===== src/hdl/gbwb_pkg.sv =====
// shared constants and types of the glyph bitmap window blitter
package gbwb_pkg;

    localparam int LINE_WIDTH  = 320;
    localparam int WINDOW_ROWS = 40;

    localparam int IDX_W   = 14;
    localparam int COLOR_W = 24;
    localparam int POS_W   = 12;
    localparam int ROW_W   = 10;
    localparam int CNT_W   = 8;

    localparam logic [COLOR_W-1:0] COLOR_RESET = 24'h363636;

    localparam logic MODE_HEADER = 1'b0;
    localparam logic MODE_BITMAP = 1'b1;

    // one bitmap byte with the glyph geometry it needs
    typedef struct packed {
        logic [7:0]       bits;
        logic [CNT_W-1:0] row;
        logic [CNT_W-1:0] col;
        logic [CNT_W-1:0] width;
        logic [POS_W-1:0] origin_x;
        logic [POS_W-1:0] top_y;
        logic [ROW_W-1:0] win_top;
        logic [ROW_W-1:0] win_bottom;
    } t_entry;

endpackage


===== src/hdl/glyph_bitmap_window_blit.sv =====
// top level of the glyph bitmap window blitter
// usage: the input stream carries glyph headers (tuser 0) and bitmap bytes
// (tuser 1). a header opens a glyph and gives no output. each bitmap byte
// yields up to eight pixel-write transactions on the output stream, one per
// lit bit that lands inside the window and the line; tlast marks the final
// write caused by that byte.
// the config channel loads the 24-bit text color; write it only while idle.
// throughput: the pixel engine handles one bitmap bit per cycle while the output
// is not stalled, walking all eight bits of a byte with live pixels; headers and
// bytes with no lit live pixel are taken by the front end and never reach the engine.
// a write passes through the queue, the engine's byte register, a pending register
// and the output register; it is held pending until the next hit or the end of the
// byte shows whether it is the last one.
// a two-entry queue decouples the front end from the engine, so input keeps
// flowing while the engine works and the output register waits.
// when the receiver stalls, the output holds, the engine stops and the queue
// fills; tready on the input drops only when the queue is full.
// reset: synchronous active low, clears cursor, queue and output valid; the
// color returns to 0x363636 and no glyph is open.
module glyph_bitmap_window_blit (
    input  logic        i_clk,
    input  logic        i_rst_n,
    // input stream
    input  logic        i_s_axis_tvalid,
    output logic        o_s_axis_tready,
    // pen_x, base_row, glyph_width, glyph_height, offset_x, offset_y,
    // window_top, window_bottom, bitmap_byte
    input  logic [79:0] i_s_axis_tdata,
    // mode
    input  logic        i_s_axis_tuser,
    // output stream
    output logic        o_m_axis_tvalid,
    input  logic        i_m_axis_tready,
    // buffer_index, pixel_color, two zero bits
    output logic [39:0] o_m_axis_tdata,
    output logic        o_m_axis_tlast,
    // config channel
    input  logic        i_cfg_valid,
    output logic        o_cfg_ready,
    input  logic [23:0] i_cfg_data
);

    logic [gbwb_pkg::COLOR_W-1:0] r_text_color;

    // front to queue
    logic             push;
    gbwb_pkg::t_entry push_entry;
    logic             q_full;

    // queue to engine
    logic             q_empty;
    logic             pop;
    gbwb_pkg::t_entry head;

    logic [gbwb_pkg::IDX_W-1:0] out_idx;

    // color register, always ready
    assign o_cfg_ready = 1'b1;

    always_ff @(posedge i_clk) begin
        if (!i_rst_n) begin
            r_text_color <= gbwb_pkg::COLOR_RESET;
        end else if (i_cfg_valid) begin
            r_text_color <= i_cfg_data;
        end
    end

    gbwb_front u_front (
        .i_clk   (i_clk),
        .i_rst_n (i_rst_n),
        .i_valid (i_s_axis_tvalid),
        .i_mode  (i_s_axis_tuser),
        .i_data  (i_s_axis_tdata),
        .i_full  (q_full),
        .o_ready (o_s_axis_tready),
        .o_push  (push),
        .o_entry (push_entry)
    );

    gbwb_queue u_queue (
        .i_clk   (i_clk),
        .i_rst_n (i_rst_n),
        .i_push  (push),
        .i_entry (push_entry),
        .i_pop   (pop),
        .o_full  (q_full),
        .o_empty (q_empty),
        .o_head  (head)
    );

    gbwb_back u_back (
        .i_clk   (i_clk),
        .i_rst_n (i_rst_n),
        .i_empty (q_empty),
        .i_head  (head),
        .o_pop   (pop),
        .o_valid (o_m_axis_tvalid),
        .i_ready (i_m_axis_tready),
        .o_index (out_idx),
        .o_last  (o_m_axis_tlast)
    );

    // the user must keep the color stable while writes are in flight; the block does not enforce it
    assign o_m_axis_tdata = {2'b00, r_text_color, out_idx};

endmodule


===== src/hdl/gbwb_front.sv =====
// front end: takes headers and bitmap bytes, tracks the glyph cursor, queues work
module gbwb_front (
    input  logic                  i_clk,
    input  logic                  i_rst_n,
    input  logic                  i_valid,
    input  logic                  i_mode,
    input  logic [79:0]           i_data,
    input  logic                  i_full,
    output logic                  o_ready,
    output logic                  o_push,
    output gbwb_pkg::t_entry      o_entry
);

    logic [gbwb_pkg::POS_W-1:0] r_origin_x;
    logic [gbwb_pkg::POS_W-1:0] r_top_y;
    logic [gbwb_pkg::CNT_W-1:0] r_box_w;
    logic [gbwb_pkg::CNT_W-1:0] r_box_h;
    logic [gbwb_pkg::CNT_W-1:0] r_row;
    logic [gbwb_pkg::CNT_W-1:0] r_col;
    logic [gbwb_pkg::ROW_W-1:0] r_win_top;
    logic [gbwb_pkg::ROW_W-1:0] r_win_bot;
    logic                       r_active;

    logic [gbwb_pkg::CNT_W-1:0] n_row;
    logic [gbwb_pkg::CNT_W-1:0] n_col;
    logic                       n_active;
    logic [7:0]                 live_mask;
    logic [7:0]                 live_bits;
    logic                       accept;

    logic [9:0] pen_x;
    logic [9:0] base_y;
    logic [7:0] gw;
    logic [7:0] gh;
    logic [7:0] ox;
    logic [7:0] oy;
    logic [9:0] wt;
    logic [9:0] wb;
    logic [7:0] byte_in;

    assign pen_x   = i_data[9:0];
    assign base_y  = i_data[19:10];
    assign gw      = i_data[27:20];
    assign gh      = i_data[35:28];
    assign ox      = i_data[43:36];
    assign oy      = i_data[51:44];
    assign wt      = i_data[61:52];
    assign wb      = i_data[71:62];
    assign byte_in = i_data[79:72];

    assign o_ready = !i_full;
    assign accept  = i_valid && !i_full;

    // walk the eight pixels of one byte through the glyph box
    always_comb begin
        logic [gbwb_pkg::CNT_W-1:0] row;
        logic [gbwb_pkg::CNT_W-1:0] col;
        logic                       act;
        row = r_row;
        col = r_col;
        act = r_active;
        live_mask = '0;
        for (int k = 7; k >= 0; k--) begin
            live_mask[k] = act;
            if (act) begin
                col = col + 8'd1;
                if (col >= r_box_w) begin
                    col = '0;
                    row = row + 8'd1;
                    if (row >= r_box_h) begin
                        act = 1'b0;
                    end
                end
            end
        end
        n_row    = row;
        n_col    = col;
        n_active = act;
    end

    assign live_bits = byte_in & live_mask;
    assign o_push    = accept && (i_mode == gbwb_pkg::MODE_BITMAP) && (live_bits != 8'd0);

    always_comb begin
        o_entry.bits       = live_bits;
        o_entry.row        = r_row;
        o_entry.col        = r_col;
        o_entry.width      = r_box_w;
        o_entry.origin_x   = r_origin_x;
        o_entry.top_y      = r_top_y;
        o_entry.win_top    = r_win_top;
        o_entry.win_bottom = r_win_bot;
    end

    always_ff @(posedge i_clk) begin
        if (!i_rst_n) begin
            r_origin_x <= '0;
            r_top_y    <= '0;
            r_box_w    <= '0;
            r_box_h    <= '0;
            r_row      <= '0;
            r_col      <= '0;
            r_win_top  <= '0;
            r_win_bot  <= '0;
            r_active   <= 1'b0;
        end else if (accept) begin
            if (i_mode == gbwb_pkg::MODE_HEADER) begin
                r_origin_x <= {2'b00, pen_x} + {{4{ox[7]}}, ox};
                r_top_y    <= {2'b00, base_y} - {{4{oy[7]}}, oy} - {4'b0000, gh} - 12'd1;
                r_box_w    <= gw;
                r_box_h    <= gh;
                r_row      <= '0;
                r_col      <= '0;
                r_win_top  <= wt;
                r_win_bot  <= wb;
                r_active   <= (gw != 8'd0) && (gh != 8'd0);
            end else begin
                r_row    <= n_row;
                r_col    <= n_col;
                r_active <= n_active;
            end
        end
    end

endmodule


===== src/hdl/gbwb_queue.sv =====
// two-entry queue between the front end and the pixel engine
module gbwb_queue (
    input  logic             i_clk,
    input  logic             i_rst_n,
    input  logic             i_push,
    input  gbwb_pkg::t_entry i_entry,
    input  logic             i_pop,
    output logic             o_full,
    output logic             o_empty,
    output gbwb_pkg::t_entry o_head
);

    gbwb_pkg::t_entry r_mem [2];
    logic             r_wr;
    logic             r_rd;
    logic [1:0]       r_count;

    assign o_full  = (r_count == 2'd2);
    assign o_empty = (r_count == 2'd0);
    assign o_head  = r_mem[r_rd];

    always_ff @(posedge i_clk) begin
        if (i_push) begin
            r_mem[r_wr] <= i_entry;
        end
    end

    always_ff @(posedge i_clk) begin
        if (!i_rst_n) begin
            r_wr    <= 1'b0;
            r_rd    <= 1'b0;
            r_count <= '0;
        end else begin
            if (i_push) begin
                r_wr <= !r_wr;
            end
            if (i_pop) begin
                r_rd <= !r_rd;
            end
            r_count <= r_count + {1'b0, i_push} - {1'b0, i_pop};
        end
    end

endmodule


===== src/hdl/gbwb_back.sv =====
// pixel engine: one bit per cycle unless the output stalls, window clipping, index, last marking
module gbwb_back (
    input  logic                         i_clk,
    input  logic                         i_rst_n,
    input  logic                         i_empty,
    input  gbwb_pkg::t_entry             i_head,
    output logic                         o_pop,
    output logic                         o_valid,
    input  logic                         i_ready,
    output logic [gbwb_pkg::IDX_W-1:0]   o_index,
    output logic                         o_last
);

    logic                       r_act;
    gbwb_pkg::t_entry           r_ent;
    logic [2:0]                 r_pos;
    logic [gbwb_pkg::CNT_W-1:0] r_row;
    logic [gbwb_pkg::CNT_W-1:0] r_col;
    logic                       r_pend_v;
    logic                       r_pend_fin;
    logic [gbwb_pkg::IDX_W-1:0] r_pend_idx;
    logic                       r_ov;
    logic [gbwb_pkg::IDX_W-1:0] r_oidx;
    logic                       r_olast;

    logic                       bit_set;
    logic signed [12:0]         y;
    logic signed [12:0]         x;
    logic signed [12:0]         by;
    logic                       in_win;
    logic                       hit;
    logic [gbwb_pkg::IDX_W-1:0] idx;
    logic                       at_end;
    logic                       emit_fin;
    logic                       emit_mid;
    logic                       emit;
    logic                       emit_last;
    logic                       go;
    logic                       load;
    logic [gbwb_pkg::CNT_W-1:0] col_inc;

    assign bit_set = r_ent.bits[3'd7 - r_pos];
    assign y  = $signed({r_ent.top_y[11], r_ent.top_y}) + $signed({5'b0, r_row});
    assign x  = $signed({r_ent.origin_x[11], r_ent.origin_x}) + $signed({5'b0, r_col});
    assign by = y - $signed({3'b000, r_ent.win_top});

    assign in_win = (y >= $signed({3'b000, r_ent.win_top}))
                 && (y <= $signed({3'b000, r_ent.win_bottom}))
                 && (by <= $signed(13'(gbwb_pkg::WINDOW_ROWS - 1)))
                 && !x[12]
                 && (x <= $signed(13'(gbwb_pkg::LINE_WIDTH - 1)));
    assign hit = r_act && bit_set && in_win;
    assign idx = {7'b0, by[6:0]} * gbwb_pkg::IDX_W'(gbwb_pkg::LINE_WIDTH)
               + {1'b0, x};

    assign at_end    = (r_pos == 3'd7);
    assign emit_fin  = r_pend_v && r_pend_fin;
    assign emit_mid  = r_act && r_pend_v && !r_pend_fin && (hit || at_end);
    assign emit      = emit_fin || emit_mid;
    assign emit_last = emit_fin || (at_end && !hit);
    assign go        = !emit || !r_ov || i_ready;
    assign load      = go && !i_empty && (!r_act || at_end);
    assign o_pop     = load;
    assign col_inc   = r_col + 8'd1;

    assign o_valid = r_ov;
    assign o_index = r_oidx;
    assign o_last  = r_olast;

    always_ff @(posedge i_clk) begin
        if (go && emit) begin
            r_oidx  <= r_pend_idx;
            r_olast <= emit_last;
        end
        if (go && hit) begin
            r_pend_idx <= idx;
        end
        if (load) begin
            r_ent <= i_head;
            r_row <= i_head.row;
            r_col <= i_head.col;
        end else if (go && r_act) begin
            if (col_inc >= r_ent.width) begin
                r_col <= '0;
                r_row <= r_row + 8'd1;
            end else begin
                r_col <= col_inc;
            end
        end
    end

    always_ff @(posedge i_clk) begin
        if (!i_rst_n) begin
            r_act      <= 1'b0;
            r_pos      <= '0;
            r_pend_v   <= 1'b0;
            r_pend_fin <= 1'b0;
            r_ov       <= 1'b0;
        end else begin
            if (go && emit) begin
                r_ov <= 1'b1;
            end else if (i_ready) begin
                r_ov <= 1'b0;
            end
            if (go) begin
                if (hit) begin
                    r_pend_v   <= 1'b1;
                    r_pend_fin <= at_end;
                end else if (emit) begin
                    r_pend_v   <= 1'b0;
                    r_pend_fin <= 1'b0;
                end
                if (load) begin
                    r_act <= 1'b1;
                    r_pos <= '0;
                end else if (r_act) begin
                    if (at_end) begin
                        r_act <= 1'b0;
                    end
                    r_pos <= r_pos + 3'd1;
                end
            end
        end
    end

endmodule


===== config.mk =====
export PLATFORM = sky130hd
export DESIGN_NAME = glyph_bitmap_window_blit
export DESIGN_NICKNAME = d
export VERILOG_FILES = /design/src/hdl/gbwb_pkg.sv /design/src/hdl/glyph_bitmap_window_blit.sv /design/src/hdl/gbwb_front.sv /design/src/hdl/gbwb_queue.sv /design/src/hdl/gbwb_back.sv
export SDC_FILE = /design/constraint.sdc
export NUM_CORES = 1
export LEC_CHECK = 0
export ABC_CLOCK_PERIOD_IN_PS = 30400
export BUFFER_PORTS_ARGS = -buffer_cell sky130_fd_sc_hd__buf_2
export CAP_MARGIN = 30
export CELL_PAD_IN_SITES_DETAIL_PLACEMENT = 1
export CELL_PAD_IN_SITES_GLOBAL_PLACEMENT = 2
export CORE_MARGIN = 5
export CORE_UTILIZATION = 40
export DETAILED_ROUTE_END_ITERATION = 10
export GPL_ROUTABILITY_DRIVEN = 0
export PLACE_DENSITY_LB_ADDON = 0.12
export SYNTH_ARGS = -nofsm -noshare
export SYNTH_HDL_FRONTEND = slang
export SYNTH_SLANG_ARGS = --single-unit

===== constraint.sdc =====
create_clock -name i_clk -period 30.4 [get_ports i_clk]
set_input_delay 3.04 -clock i_clk [delete_from_list [all_inputs] [get_ports i_clk]]
set_output_delay 3.04 -clock i_clk [all_outputs]
set_load 0.005 [all_outputs]

==> run summary <==
Outcome - complete, no violations
Min Tclk post-route - 24.67 ns
F_max - 40.53 MHz
Io pins - 154
Tot GR Track Use - 20.48%
Synth cell types - 117
Largest cells by area after synthesis - edfxtp_1, ha_1, dfxtp_1, xnor2_1, nand2_1
Synth area leader - edfxtp_1
Crit-path max FO - 13
First-pass GRT wire length - 109,400 µm
Clock latency at the later pin of the worst-skew pair - 0.56 ns
Clk slew on worst S/H paths - 0.06 ns
Final hold violation count - 0
Area Overhead vs Synth - 12.49%
Post-cts resize count - 0
Post-route clock period utilization - 81.16%
Post-route clock skew - 0.02818 ns
Async S/R FF share, synth - 0%
Number of port buffers - 150
Vias/cell - 5.491
Register-to-Register Setup Slack - 5.73 ns
Worst Hold Path EP - u_back.o_index[9]$_DFFE_PP_
Worst Path Arrival - 25.17 ns
Clock sinks - 370
Die width - 258.8 µm
Startpoint types - register
Initial antenna violation count - 1
DRT Pass-1 Iters - 5
Dpl hpwl - 53,720 µm
Core Area - 61,480 µm²
GRT overflow - 0
Ys Warns - 0
Slowest stage delay, CP - 0.73 ns
Final #Nets - 2,887
Slowest cell on the critical path - nor3_1
Delay-heaviest family, CP - compound AO/OA/AOI/OAI gates
Routed WL - 70,240 µm
Residual DRC - 0
Hold Buf Count CTS - 0
Iter 0 DRT Violations - 930
Max-Cap Viols - 0
Worst Max-Slew Pin Slew - 1.017 ns
Post-Synth Adder-Cell Area - 13.09%
Pin count of the biggest net entering global routing - 70
Count of flip-flops with a built-in enable after synthesis - 257
XOR/XNOR Fraction of Synth Area - 8.630%
Layout cells sized above 1 - 15.70%
Max Root-Sink Buffers - 3
Yosys top cell area share - 31.16%
Hold Crit Class - register to register
Power density over the cells - 98.47 nW/µm²
Worst Hold Depth - 0
Leakage power - 11.13 nW
Routed Antenna Nets - 0
TNS Setup - 0 ns
Largest family of logic cells by synthesized area - compound AO/OA/AOI/OAI gates
Vias - 18,400
Count leader, synth - edfxtp_1
Post-synth top cells - edfxtp_1, ha_1, nand2_1, inv_1, xnor2_1
Synth Instances - 2,383
Synth Cell Area - 24,760 µm²
Root buf cell - clkbuf_16
CTS Buf Count - 42
WHS - 0.4165 ns
Slew headroom - 31.95%
Die height - 258.8 µm
Max-slew violations - 0
Most used cell, CP - ha_1
Mean post-synth cell area - 10.39 µm²
Reg-to-Reg Start - u_front.r_col[1]$_SDFFE_PN0P_
Ant. Diodes - 0
Vias in the first global route - 19,470
FP Rows - 91
Buf+Inv Stages, Crit Path - 1
Primary FF master, synth - edfxtp_1
Post-Synth Simple-Gate Area - 14.57%
Flops & latches, synth - 370
RR Endpoint - u_front.r_col[0]$_SDFFE_PN0P_
CTS tree - yes
R2r worst-path depth - 98
Setup repair after global routing missed its margin - false
Die Area - 66,990 µm²
WS Path Type - register to register
Routed len/inst - 20.96 µm
Final setup violation count - 0
CTS H-tree depth - 2
Seq/Total Area, Yosys - 40.30%
VDD IR-drop max - 0.0001585 V
Setup crit end kind - register
Post-synthesis compound-gate area fraction - 14.78%
Mux contribution to synthesized area - 5.098%
Starting density of the core - 40.28%
Post-CTS Setup Bufs - 0
Worst EP required - 30.90 ns
Hold path start - u_back.r_pend_idx[9]$_DFFE_PP_
report_power, final:
group	internal (mW)	switching (mW)	total, mW
sequential	0.702	0.0486	0.751
combinational	0.661	0.824	1.49
clock	0.301	0.205	0.507
state kept, by name, summed over array words and instances, names as in the netlist, 2 cells and up, named ones only:
name,count
u_back.r_row,8
u_front.r_box_w,8
u_front.r_win_top,10
u_back.r_pos,3
u_front.r_top_y,12
u_front.r_row,8
u_back.r_col,8
u_front.r_col,8
u_back.r_ent,60
u_front.r_origin_x,12
u_front.r_win_bot,10
r_text_color,24
u_front.r_box_h,8
u_queue.r_mem,152
u_queue.r_count,2
u_back.r_pend_idx,14
u_back.o_index,14
worst register-to-register path, delay by kind of cell, from the launching register on:
| family | cells | cell delay [ns] |
|---|---|---|
| AOI/OAI and AO/OA | 41 | 9.89 |
| and+or+nand+nor | 36 | 8.61 |
| adders and majority gates | 14 | 4.26 |
| xor gates and xnor gates | 5 | 0.99 |
| DFF | 1 | 0.46 |
| muxes | 1 | 0.31 |
| buffers and inverters | 1 | 0.11 |
final cells by class:
cell class / instances / area (µm²)
clock buffer: 59 / 1187
clock inverter: 19 / 220.2
multi-input combinational: 1793 / 13950
inverter: 142 / 533.0
timing repair buffer: 178 / 996.0
fill: 6771 / 33630
sequential: 370 / 9983
tap: 790 / 988.4
per-stage QoR:
| stage | cell area, µm² | cells | setup WS (ns) | power [mW] | utilization, % |
|---|---|---|---|---|---|
| 3_3_place_gp | 26400 | 3271 | 7.180 | 2.192 | 42.94 |
| 3_5_place_dp | 26450 | 3273 | 6.216 | 2.252 | 43.02 |
| 5_1_grt | 27860 | 3351 | 3.713 | 2.966 | 45.31 |
| 6_report | 27860 | 3351 | 5.728 | 2.743 | 45.31 |
| 4_1_cts | 27860 | 3351 | 6.067 | 2.780 | 45.31 |
| 2_1_floorplan | 24770 | 2384 | 9.141 | 1.881 | - |
per-layer routing:
metal | vias up | GRT usage [%] | routed length [µm]
met5 | - | 0 | 7
met4 | 2 | 5.873 | 2022
met3 | 100 | 2.475 | 2233
met2 | 286 | 36.52 | 34840
met1 | 9099 | 26.24 | 31140
li1 | 8914 | - | -
cell families after synthesis:
| group | Yosys count |
|---|---|
| mux | 115 |
| buf+inv | 221 |
| compound gates | 512 |
| other cells | 2 |
| fa+ha+maj | 250 |
| simple gates | 694 |
| xor+xnor | 219 |
| flops | 370 |
worst max path at each step:
stage	start	to	slack, ns	cells past startpoint
6_report	u_front.r_col[1]$_SDFFE_PN0P_	u_front.r_col[0]$_SDFFE_PN0P_	5.73	98
5_1_grt	u_front.r_col[3]$_SDFFE_PN0P_	u_front.r_col[0]$_SDFFE_PN0P_	3.71	96
4_1_cts	u_front.r_col[1]$_SDFFE_PN0P_	u_front.r_col[0]$_SDFFE_PN0P_	6.07	97
3_5_place_dp	u_front.r_col[1]$_SDFFE_PN0P_	u_front.r_col[0]$_SDFFE_PN0P_	6.22	97
3_3_place_gp	u_front.r_col[1]$_SDFFE_PN0P_	u_front.r_col[0]$_SDFFE_PN0P_	7.18	97
2_1_floorplan	u_front.r_col[2]$_SDFFE_PN0P_	u_queue.r_mem[0][0]$_DFFE_PP_	9.14	81
cells in the final DEF (no fill, tap or decap), drive strengths merged, types with 14 or more instances in the layout:
cell type	netlist	final
a211oi	31	31
a21boi	59	59
a21o	59	59
a21oi	98	98
and2	41	41
and3	29	29
buf	22	178
clkbuf	57	59
clkinv	0	14
dfxtp	113	113
edfxtp	257	257
fa	15	15
ha	235	235
inv	142	143
mux2	69	69
mux2i	44	44
nand2	219	219
nand2b	41	41
nand3	64	64
nor2	112	112
nor2b	56	56
nor3	36	36
o21a	31	31
o21ai	96	96
o21bai	18	18
xnor2	133	133
xor2	80	80
Power figures use the tool's default switching activity.
